**config.mk**
```make
export PLATFORM = sky130hd
export DESIGN_NAME = sk256_front
export DESIGN_NICKNAME = d
export VERILOG_FILES = /design/src/rtl/core/sk256_pkg.sv /design/src/rtl/core/sk256_front.sv
export SDC_FILE = /design/constraint.sdc
export NUM_CORES = 1
export LEC_CHECK = 0
export BUFFER_PORTS_ARGS = -buffer_cell sky130_fd_sc_hd__buf_4
export CAP_MARGIN = 15
export CORE_AREA = 2 2 107 109
export DETAILED_ROUTE_END_ITERATION = 7
export DIE_AREA = 0 0 109 111
export PLACE_DENSITY = 0.87
export SYNTH_ARGS = -nofsm -noshare
export SYNTH_HDL_FRONTEND = slang
export SYNTH_SLANG_ARGS = --single-unit
```
**constraint.sdc**
```tcl
create_clock -name clk -period 4.89 [get_ports clk]
set_input_delay 0.489 -clock clk [delete_from_list [all_inputs] [get_ports clk]]
set_output_delay 0.489 -clock clk [all_outputs]
set_load 0.03 [all_outputs]
```
**src/rtl/core/sk256_pkg.sv**
```systemverilog
package sk256_pkg;

  localparam int unsigned STATE_WORDS = 4;

  localparam logic [63:0] IV0 = 64'hFC9DA860D048B449;
  localparam logic [63:0] IV1 = 64'h2FCA66479FA7D833;
  localparam logic [63:0] IV2 = 64'hB33BC3896656840F;
  localparam logic [63:0] IV3 = 64'h6A54E920FDE8DA69;
  localparam logic [63:0] KEY_PARITY = 64'h1BD11BDAA9FC1A22;

  localparam logic [7:0] TAG_MSG   = 8'h30;
  localparam logic [7:0] TAG_FINAL = 8'hb0;
  localparam logic [7:0] TAG_OUT   = 8'hff;
  localparam logic [7:0] TAG_FIRST = 8'h40;

  localparam int unsigned QUEUE_DEPTH = 2;

  // one classified item between front and back
  typedef struct packed {
    logic [63:0] data;
    logic [3:0]  count;
    logic        last;
  } item_t;

  // rotation pair for a round, indexed by round mod 8
  function automatic logic [5:0] rot_a(input logic [2:0] r);
    logic [5:0] v;
    case (r)
      3'd0: v = 6'd14;
      3'd1: v = 6'd52;
      3'd2: v = 6'd23;
      3'd3: v = 6'd5;
      3'd4: v = 6'd25;
      3'd5: v = 6'd46;
      3'd6: v = 6'd58;
      default: v = 6'd32;
    endcase
    return v;
  endfunction

  function automatic logic [5:0] rot_b(input logic [2:0] r);
    logic [5:0] v;
    case (r)
      3'd0: v = 6'd16;
      3'd1: v = 6'd57;
      3'd2: v = 6'd40;
      3'd3: v = 6'd37;
      3'd4: v = 6'd33;
      3'd5: v = 6'd12;
      3'd6: v = 6'd22;
      default: v = 6'd32;
    endcase
    return v;
  endfunction

  function automatic logic [63:0] rotl(input logic [63:0] v, input logic [5:0] r);
    return (v << r) | (v >> (7'd64 - {1'b0, r}));
  endfunction

  // small residues by repeated compare and subtract
  function automatic logic [2:0] mod5(input logic [4:0] v);
    logic [4:0] r;
    r = v;
    for (int i = 0; i < 6; i++) begin
      if (r >= 5'd5) r = r - 5'd5;
    end
    return r[2:0];
  endfunction

  function automatic logic [1:0] mod3(input logic [4:0] v);
    logic [4:0] r;
    r = v;
    for (int i = 0; i < 10; i++) begin
      if (r >= 5'd3) r = r - 5'd3;
    end
    return r[1:0];
  endfunction

endpackage

```
**src/rtl/core/sk256_front.sv**
```systemverilog
module sk256_front (
  input  logic                clk,
  input  logic                rst,
  input  logic                in_valid,
  output logic                in_ready,
  input  logic [63:0]         data_word,
  input  logic [3:0]          byte_count,
  input  logic                last,
  output logic                q_valid,
  input  logic                q_ready,
  output sk256_pkg::item_t    q_item
);

  sk256_pkg::item_t mem [sk256_pkg::QUEUE_DEPTH];
  logic             wptr;
  logic             rptr;
  logic [1:0]       level;
  logic             push;
  logic             pop;
  sk256_pkg::item_t item_in;

  // clamp the byte count and mask bytes beyond it
  always_comb begin
    item_in.count = (byte_count > 4'd8) ? 4'd8 : byte_count;
    item_in.data  = data_word;
    for (int i = 0; i < 8; i++) begin
      if (4'(i) >= item_in.count) item_in.data[8*i +: 8] = 8'h00;
    end
    item_in.last = last;
  end

  assign in_ready = (level != 2'd2);
  assign push     = in_valid && in_ready;
  assign q_valid  = (level != 2'd0);
  assign pop      = q_valid && q_ready;
  assign q_item   = mem[rptr];

  always_ff @(posedge clk) begin
    if (push) mem[wptr] <= item_in;
  end

  always_ff @(posedge clk) begin
    if (rst) begin
      wptr  <= 1'b0;
      rptr  <= 1'b0;
      level <= 2'd0;
    end else begin
      if (push) wptr <= ~wptr;
      if (pop) rptr <= ~rptr;
      level <= level + {1'b0, push} - {1'b0, pop};
    end
  end

endmodule

```
== Word-level counts from Yosys, hierarchy flattened ==
Memory sizes are Yosys's and may differ from the RTL's. A register that Yosys moved wholly into a read port is not among the register bits.
Cells that the tools add are included.

* Bits in registers: 4
* RAM bits: 138
* Input bits: 73
* Output and inout bits: 71
* Logic and storage cells: 34
* Memories: 1

* $add $sub $neg: 2
* Magnitude comparators: 9
* Eq/ne operators: 1
* Muxes and demuxes: 13
* Bitwise logic cells: 2
* Reduce and logical (&&, ||, !) cells: 3

{| class="wikitable"
|+ Memory list
! memory !! depth !! bits a word !! rd ports !! clocked after Yosys merged registers in !! write ports !! RTL line !! source
|-
| mem || 2 || 69 || 1 || 1 || 1 || sk256_front.sv:14 || <nowiki>sk256_pkg::item_t mem [sk256_pkg::QUEUE_DEPTH];</nowiki>
|}

{| class="wikitable"
|+ Operators with widths
! operator !! count
|-
| $mux 8 || 8
|-
| $ge 3x4->1 const A || 4
|-
| $ge 1x4->1 const A || 2
|-
| $ge 2x4->1 const A || 2
|-
| $gt 4x4->1 const B || 1
|-
| $mux 1 || 4
|-
| $mux 4 || 1
|-
| $add 2x1->2 || 1
|-
| $logic_and 1x1->1 || 2
|-
| $ne 2x2->1 const B || 1
|-
| $not 1->1 || 2
|-
| $reduce_bool 2->1 || 1
|-
| $sub 2x1->2 || 1
|}

== Depth between registers and ports, before layout ==
Gate-level depths: netlist of run 1.

* Depth in word-level cells: 4
* Depth in mapped cells: 8

== Worst setup path after synthesis of run 1 ==
OpenSTA, ideal clock, no wires.

* Path kind: reg2reg
* Start: register level[0]
* End: memory mem[0][0] (netlist bit), enable pin
* Setup time: 0.497 ns
* Data arrival time: 3.717 ns
* Required time: 4.393 ns
* Slack: 0.677 ns
* Stages on the path, launching flop included: 4
* Buffers on the path: 0
* Period minus slack after synthesis: 4.213 ns
* Cells stage by stage: dfxtp_1 -> nand2b_1 -> nand2_1 -> nor2_1

* Word-level cells in the longest chain between the ends: 4

{| class="wikitable"
|+ RTL lines
! element !! RTL line !! source
|-
| from (decl) || sk256_front.sv:17 || <nowiki>logic [1:0] level;</nowiki>
|-
| from (signal assigned) || sk256_front.sv:50 || <nowiki>level <= level + {1'b0, push} - {1'b0, pop};</nowiki>
|-
| $ne 2x2->1 || sk256_front.sv:32 || <nowiki>assign in_ready = (level != 2'd2);</nowiki>
|-
| via in_ready || sk256_front.sv:5 || <nowiki>output logic in_ready,</nowiki>
|-
| $logic_and 1x1->1 || sk256_front.sv:33 || <nowiki>assign push = in_valid && in_ready;</nowiki>
|-
| $mux 1 || sk256_front.sv:39 || <nowiki>if (push) mem[wptr] <= item_in;</nowiki>
|-
| $mux 1 (not written as such) || sk256_front.sv:39 ||
|-
| to (decl) || sk256_front.sv:14 ||
|}

The timed path passes the listed nets, and every way through them passes these cells.

==> flow_metrics.tcl, run 1 <==
set metrics [dict create \
    min_from "last" \
    p_total_mw 4.32 \
    drt_wl_total_um 10500 \
    overflow 0 \
    drv_slew 0 \
    diodes 0 \
    nets 546 \
    antenna_found_initial 0 \
    setup_viol_count_final 0 \
    cts_tree "yes" \
    wl_per_cell_um 16.8 \
    port_buffers 143 \
    first_global_vias 3269 \
    ys_types 25 \
    clock-sinks 143 \
    hold_path_depth 1 \
    worstMarginPinSlew_ns 0.989 \
    synth_top_flop_cell "edfxtp_1" \
    ctsResizeCount 0 \
    die_y_um 111 \
    max_freq_ghz 0.397 \
    rsz0062_at_grt "false" \
    setup_tns_ns 0 \
    cp.required_ns 4.40 \
    coreArea_mm2 0.0111 \
    path_cells "mux2_2 > buf_4" \
    timing.hold.ws_ns 0.277 \
    grt_max_degree 70 \
    synth_area_leaders "edfxtp_1 (73%), mux2_2 (14%), nor2b_1 (6.7%)" \
    io_pins 144 \
    criticalPathCategory "reg -> out" \
    maxCapViolCount 0 \
    synth_edf_count 138 \
    drtAntennaViolNets 0 \
    period_needed_ns 2.52 \
    relSlewSlack_pct 34.0 \
    cp_max_fo 69 \
    timing.final.crit_share_pct 51.5 \
    cp-start-kind "flop" \
    post-route-drc-count 0 \
    ys_seq_area_share_pct 74.3 \
    min-delay-path-class "in -> reg" \
    hold_path_end "mem[1][0]" \
    timing.rr.start "level[0]" \
    cts_setup_buffers 0 \
    irDropWorstVdd_mv 0.533 \
    cts_buffers 17 \
    reg2reg_setup_slack_ns 2.86 \
    reg2regPathDepth 5 \
    arrival_ns 2.03 \
    viasPerCell 5.15 \
    yosysMostFrequentCell "edfxtp_1" \
    synthesis.area_mm2 0.00571 \
    root_buffer "clkbuf_16" \
    postSynthAreaPerCell_um2 17.9 \
    reg2reg_to "mem[0][22]" \
    synth_cells 319 \
    vias 3227 \
    grt_usage_pct 17.8 \
    rows 39 \
    fillers 739 \
    fin_skew_ns 0.00562 \
    async_flop_share_pct 0 \
    fin_util_pct 67.9 \
    fp.dieW_um 109 \
    drive_gt1_share_pct 52.5 \
    drt-initial-drc-count 141 \
    first_pass_iters 4 \
    gp_congestion 0.731 \
    place_hpwl_um 6870 \
    cts_hold_buf 0 \
    cp_slowest_cell "dfxtp_4" \
    powerDensity_mw_per_mm2 575 \
    die_area_mm2 0.0121 \
    clockBufferDepth 2 \
    ff_latch_area_mm2 0.00425 \
    outcome "completed" \
    htreeDepth 4 \
    netlist_top_cells_count "edfxtp_1 (138), mux2_2 (70), nor2b_1 (61)" \
    initial_utilization_pct 51.6 \
    max_stage_delay_ns 0.94 \
    clkSlewWorstSetupHoldPaths_ns 0.06 \
    area_growth_pct 31.6 \
    end_kind "output pin" \
    synth_seq_cells 143 \
    hold_violations 0 \
    yosysTopAreaCell "edfxtp_1" \
    p_leak_nw 2.85 \
    yosysWarnings 0 \
    grt_pass1_wl_um 15800 \
    netlist.area_leader.share_pct 72.5 \
    multi_input_area_mm2 0.00141 \
    syn_nets 394 \
    clock_latency_ns 0.40 \
]
==> critical path, delay by kind of cell (launching register included) <==
family | cells | cell delay, ns
flip-flops | 1 | 0.94
multiplexers | 1 | 0.43
buffers and inverters | 1 | 0.17
==> flip-flops by register name, summed over array words and instances, names as in the netlist, named ones only <==
name / flops
level: 2
rptr: 1
wptr: 1
mem: 138
==> kinds of logic (layout without fill, tap and decap cells) <==
group | Yosys count | count (layout) | synth area share, %
flip-flops | 143 | 143 | 74.3
AND/OR/NAND/NOR | 84 | 84 | 9.20
multiplexers | 70 | 70 | 13.8
buffers and inverters | 13 | 178 | 1.18
AO/OA/AOI/OAI | 5 | 5 | 0.788
adder cells (fa/ha/maj) | 2 | 2 | 0.438
XOR/XNOR | 2 | 2 | 0.307
==> where the power goes <==
part           switching (mW)  internal (mW)
Clock                   0.470          0.749
Combinational           0.786          0.584
Sequential              0.135           1.60
==> stage by stage <==
stage / instances / worst slack [ns] / instance area (um^2)
after detailed placement: 594 / 2.32 / 6930
after CTS: 626 / 2.31 / 7500
final: 627 / 2.37 / 7520
after global placement: 594 / 2.39 / 6930
after global routing: 627 / 2.30 / 7520
after floorplan: 319 / 0.677 / 5710
==> cell type report <==
type	instances	share of cell area [%]
clock buffers	18	5.71
clock inverters	14	1.90
inverters	1	0.0499
multi-input cells	163	18.8
flip-flops and latches	143	56.5
well taps	143	2.38
repair buffers	145	14.6
==> placed cells by master (no fill, tap or decap), types with 2 or more instances in the layout <==
master / n
clkinvlp_4: 2
buf_4: 144
dfxtp_1: 4
mux2_2: 70
clkinv_2: 4
inv_6: 2
edfxtp_1: 138
and2_1: 9
clkinv_4: 3
nor2_1: 5
ha_1: 2
nor2b_1: 61
bufinv_16: 2
o21a_1: 2
clkbuf_16: 17
==> routing by layer <==
| metal | global-route usage (%) | routed length, um | vias to the layer above |
|---|---|---|---|
| met5 | 0 | 0 | - |
| met4 | 6.75 | 149 | 0 |
| met3 | 6.53 | 651 | 12 |
| met2 | 30.4 | 5500 | 115 |
| met1 | 20.2 | 4220 | 1597 |
| li1 | - | - | 1503 |
==> worst max path at each step <==
stage	start	to	slack, ns
after floorplan	level[0]	mem[0][0]	0.68
after global placement	in_valid	mem[0][30]	2.39
final	flop	q_item[52]	2.37
after detailed placement	in_valid	mem[0][30]	2.32
after global routing	flop	q_item[52]	2.30
after CTS	level[0]	mem[0][38]	2.31
No activity file was read; power rests on OpenSTA's default activity.
==> inputs of run 2 (changes only) <==
--- a/config.mk
+++ b/config.mk
@@ -7,10 +7,10 @@
 export LEC_CHECK = 0
 export BUFFER_PORTS_ARGS = -buffer_cell sky130_fd_sc_hd__buf_4
 export CAP_MARGIN = 15
-export CORE_AREA = 2 2 107 109
+export CORE_AREA = 2 2 113 115
 export DETAILED_ROUTE_END_ITERATION = 7
-export DIE_AREA = 0 0 109 111
-export PLACE_DENSITY = 0.87
+export DIE_AREA = 0 0 115 117
+export PLACE_DENSITY = 0.82
 export SYNTH_ARGS = -nofsm -noshare
 export SYNTH_HDL_FRONTEND = slang
 export SYNTH_SLANG_ARGS = --single-unit
==> constraint.sdc (replaced) <==
create_clock -name clk -period 2.3 [get_ports clk]
set_input_delay 0.23 -clock clk [delete_from_list [all_inputs] [get_ports clk]]
set_output_delay 0.23 -clock clk [all_outputs]
set_load 0.03 [all_outputs]
==> flow_metrics.tcl, run 2 (synthesized netlist as in run 1, its figures left out) <==
set metrics [dict create \
    irDropWorstVdd_mv 0.656 \
    cp-start-kind "flop" \
    fin_skew_ns 0.00627 \
    place_hpwl_um 6910 \
    antenna_found_initial 0 \
    period_needed_ns 1.98 \
    stdcell_count 638 \
    relSlewSlack_pct 58.9 \
    cts_hold_buf 1 \
    clock_latency_ns 0.41 \
    regMostFlops "mem" \
    criticalPathCategory "reg -> out" \
    drv_slew 0 \
    arrival_ns 1.75 \
    die_area_mm2 0.0135 \
    dp_slack_ns 0.624 \
    drt-initial-drc-count 196 \
    setup_slack_ns 0.318 \
    min-delay-path-class "in -> reg" \
    fin_util_pct 61.2 \
    area_growth_pct 31.8 \
    reg_top3 "mem: 138 flops, level: 2 flops" \
    htreeDepth 4 \
    root_buffer "clkbuf_16" \
    maxCapViolCount 0 \
    port_buffers 143 \
    wl_per_cell_um 16.8 \
    max_freq_ghz 0.504 \
    coreArea_mm2 0.0123 \
    overflow 0 \
    ctsResizeCount 0 \
    largest_reg_flops 138 \
    drtAntennaViolNets 0 \
    rows 41 \
    met2_usage_pct 26.2 \
    rsz0062_at_grt "false" \
    outcome "completed" \
    diodes 0 \
    viasPerCell 4.96 \
    post-route-drc-count 0 \
    timing.hold.ws_ns 0.0200 \
    setup_viol_count_final 0 \
    powerDensity_mw_per_mm2 1200 \
    cts_setup_buffers 0 \
    timing.final.crit_share_pct 86.2 \
    vias 3163 \
    cts_buffers 17 \
    grt_usage_pct 16.3 \
    first_global_vias 3238 \
    fp.dieW_um 115 \
    p_leak_nw 2.84 \
    clkSlewWorstSetupHoldPaths_ns 0.05 \
    drive_gt1_share_pct 51.2 \
    end_kind "output pin" \
    dpl.cell_count 605 \
    cp.required_ns 2.07 \
    nets 550 \
    p_total_mw 9.03 \
    mostFrequentLayoutCell "buf_4" \
    initial_utilization_pct 46.4 \
    busiest_layer "met2" \
    clock-sinks 143 \
    setup_tns_ns 0 \
    first_pass_iters 6 \
    cts_tree "yes" \
    hold_violations 0 \
    cp_max_fo 18 \
    grt_use_met1_pct 20.0 \
    final_cell_mix "buf_4 (145), edfxtp_1 (138), mux2_2 (70)" \
    io_pins 144 \
    final_area_mm2 0.00753 \
    clockBufferDepth 2 \
    die_y_um 117 \
    grt_max_degree 70 \
    grt_pass1_wl_um 16000 \
    placement.cell_area_mm2 0.00700 \
    gp_congestion 0.754 \
    drt_wl_total_um 10700 \
    met3_usage_pct 5.41 \
    worstMarginPinSlew_ns 0.616 \
]
-- run 2: cell count changes in the layout (fill, tap and decap cells not counted), moves of 2 or more --
| cell | previous run | this run |
|---|---|---|
| clkinv_4 | 3 | 0 |
| buf_12 | 1 | 3 |
| inv_6 | 2 | 0 |
| clkbuf_1 | 1 | 5 |
| clkinv_1 | 1 | 5 |
-- run 2: worst paths after layout --
check             startpoint    endpoint  slack (ns)  cells past startpoint
setup / recovery        flop  q_item[48]        0.32                      3
hold / removal           rst        flop        0.02                      2
setup reg to reg    level[0]    level[1]        0.65                      8
hold reg to reg         rptr        rptr        0.52                      2
-- run 2: area by class of cell --
type	instances	area (um^2)
clock inverter	10	71.3
sequential	143	4250
tap	150	188
fill	914	4780
timing repair buffer	149	1160
clock buffer	22	444
multi-input combinational	163	1420
inverter	1	3.75
-- run 2: worst max-delay path: stages, from the launching register on --
cell and delay, ns:
dfxtp_4 0.49, buf_4 0.29, mux2_2 0.37, buf_4 0.17
-- run 2: layer usage --
| layer | vias up | share of wire (%) |
|---|---|---|
| li1 | 1509 | - |
| met1 | 1529 | 42 |
| met4 | 0 | 2.4 |
| met5 | - | 0 |
| met2 | 109 | 49 |
| met3 | 16 | 6.1 |
-- run 2: where the power goes --
part / total (mW) / internal (mW) / leakage (nW) / switching (mW)
logic: 3.08 / 1.28 / 1.24 / 1.80
registers: 3.55 / 3.39 / 1.35 / 0.152
clock network: 2.40 / 1.46 / 0.249 / 0.946
==> inputs of run 3 (changes only) <==
--- a/config.mk
+++ b/config.mk
@@ -7,10 +7,11 @@
 export LEC_CHECK = 0
 export BUFFER_PORTS_ARGS = -buffer_cell sky130_fd_sc_hd__buf_4
 export CAP_MARGIN = 15
-export CORE_AREA = 2 2 113 115
+export CORE_AREA = 2 2 107 109
 export DETAILED_ROUTE_END_ITERATION = 7
-export DIE_AREA = 0 0 115 117
-export PLACE_DENSITY = 0.82
+export DIE_AREA = 0 0 109 111
+export MAX_ROUTING_LAYER = met4
+export PLACE_DENSITY = 0.87
 export SYNTH_ARGS = -nofsm -noshare
 export SYNTH_HDL_FRONTEND = slang
 export SYNTH_SLANG_ARGS = --single-unit
==> constraint.sdc (replaced) <==
create_clock -name clk -period 2.1 [get_ports clk]
set_input_delay 0.21 -clock clk [delete_from_list [all_inputs] [get_ports clk]]
set_output_delay 0.21 -clock clk [all_outputs]
set_load 0.03 [all_outputs]
==> flow_metrics.tcl, run 3 (synthesized netlist as in run 1, its figures left out) <==
set metrics [dict create \
    p_leak_nw 2.87 \
    coreArea_mm2 0.0111 \
    root_buffer "clkbuf_16" \
    clock-sinks 143 \
    gp_congestion 0.722 \
    wl_met1_um 4460 \
    grt_usage_pct 19.7 \
    setup_viol_count_final 0 \
    antenna_found_initial 0 \
    die_area_mm2 0.0121 \
    drtAntennaViolNets 0 \
    overflow 0 \
    drive_gt1_share_pct 52.7 \
    hold_violations 0 \
    irDropWorstVdd_mv 0.848 \
    drv_slew 0 \
    place_hpwl_um 7320 \
    grt_pass1_wl_um 17100 \
    worstMarginPinSlew_ns 0.736 \
    nets 553 \
    area_growth_pct 33.1 \
    period_needed_ns 1.94 \
    timing.hold.ws_ns 0.129 \
    dp_slack_ns 0.381 \
    mostFrequentLayoutCell "buf_4" \
    p_total_mw 10.1 \
    timing.final.crit_share_pct 92.4 \
    fp.dieW_um 109 \
    highest_layer "met4" \
    drt_wl_total_um 10900 \
    first_pass_iters 7 \
    min-delay-path-class "in -> reg" \
    cts_setup_buffers 0 \
    final_cell_mix "buf_4 (146), edfxtp_1 (138), mux2_2 (70)" \
    dpl.cell_count 600 \
    grt_max_degree 38 \
    relSlewSlack_pct 50.9 \
    post-route-drc-count 0 \
    rsz0062_at_grt "false" \
    cp-start-kind "flop" \
    outcome "completed" \
    maxCapViolCount 0 \
    first_global_vias 3522 \
    stdcell_count 633 \
    diodes 0 \
    max_freq_ghz 0.515 \
    end_kind "output pin" \
    regMostFlops "mem" \
    clockBufferDepth 2 \
    setup_tns_ns 0 \
    port_buffers 143 \
    setup_slack_ns 0.159 \
    viasPerCell 5.12 \
    wl_per_cell_um 17.2 \
    die_y_um 111 \
    wl_met2_um 5700 \
    htreeDepth 4 \
    cp_max_fo 27 \
    fin_skew_ns 0.0110 \
    vias 3239 \
    criticalPathCategory "reg -> out" \
    arrival_ns 1.73 \
    io_pins 144 \
    clkSlewWorstSetupHoldPaths_ns 0.06 \
    initial_utilization_pct 51.6 \
    dr_wl_met3_um 571 \
    reg_top3 "mem: 138 flops, level: 2 flops" \
    clock_latency_ns 0.41 \
    largest_reg_flops 138 \
    cts_buffers 17 \
    rows 39 \
    cts_tree "yes" \
    drt-initial-drc-count 125 \
    powerDensity_mw_per_mm2 1330 \
    cp.required_ns 1.89 \
    fillers 733 \
]
## run 3: metal layers
| metal | GRT usage, % | vias up |
|---|---|---|
| met4 | 8.38 | 0 |
| met5 | - | - |
| met1 | 23.2 | 1597 |
| met2 | 31.8 | 116 |
| met3 | 5.17 | 14 |
| li1 | - | 1512 |
## run 3: cell type report
type / instances / area [um^2] / share of cell area [%]
inverter: 1 / 3.75 / 0.0494
tap: 143 / 179 / 2.35
clock inverter: 12 / 121 / 1.60
sequential: 143 / 4250 / 55.9
multi-input combinational: 163 / 1420 / 18.7
clock buffer: 19 / 433 / 5.69
timing repair buffer: 152 / 1200 / 15.7
## run 3: critical path: stages (launching register included)
cell	delay [ns]
dfxtp_4	0.52
buf_12	0.24
mux2_2	0.38
buf_4	0.17
## run 3: final timing paths
path / start / to / slack [ns] / cells past startpoint
setup reg to reg: level[0] / level[1] / 0.36 / 8
hold / removal: data_word[57] / mem[0][62] / 0.13 / 2
setup / recovery: flop / q_item[46] / 0.16 / 3
hold reg to reg: rptr / rptr / 0.52 / 2
## run 3: power by group
| group | total [mW] | internal, mW | leakage [nW] | switching (mW) |
|---|---|---|---|---|
| logic | 3.43 | 1.44 | 1.26 | 1.99 |
| registers | 3.91 | 3.72 | 1.35 | 0.192 |
| clock network | 2.79 | 1.72 | 0.260 | 1.07 |
## run 3: stage by stage
| stage | area (um^2) | util [%] |
|---|---|---|
| floorplan | 5730 | - |
| global placement | 7030 | 63.5 |
| detailed placement | 7030 | 63.5 |
| CTS | 7600 | 68.7 |
| global route | 7600 | 68.7 |
| finish | 7600 | 68.7 |
## run 3: what timing repair did
action	CTS	global route
endpoints found under the hold margin	4	0
hold buffers	2	0
resized for setup	0	0
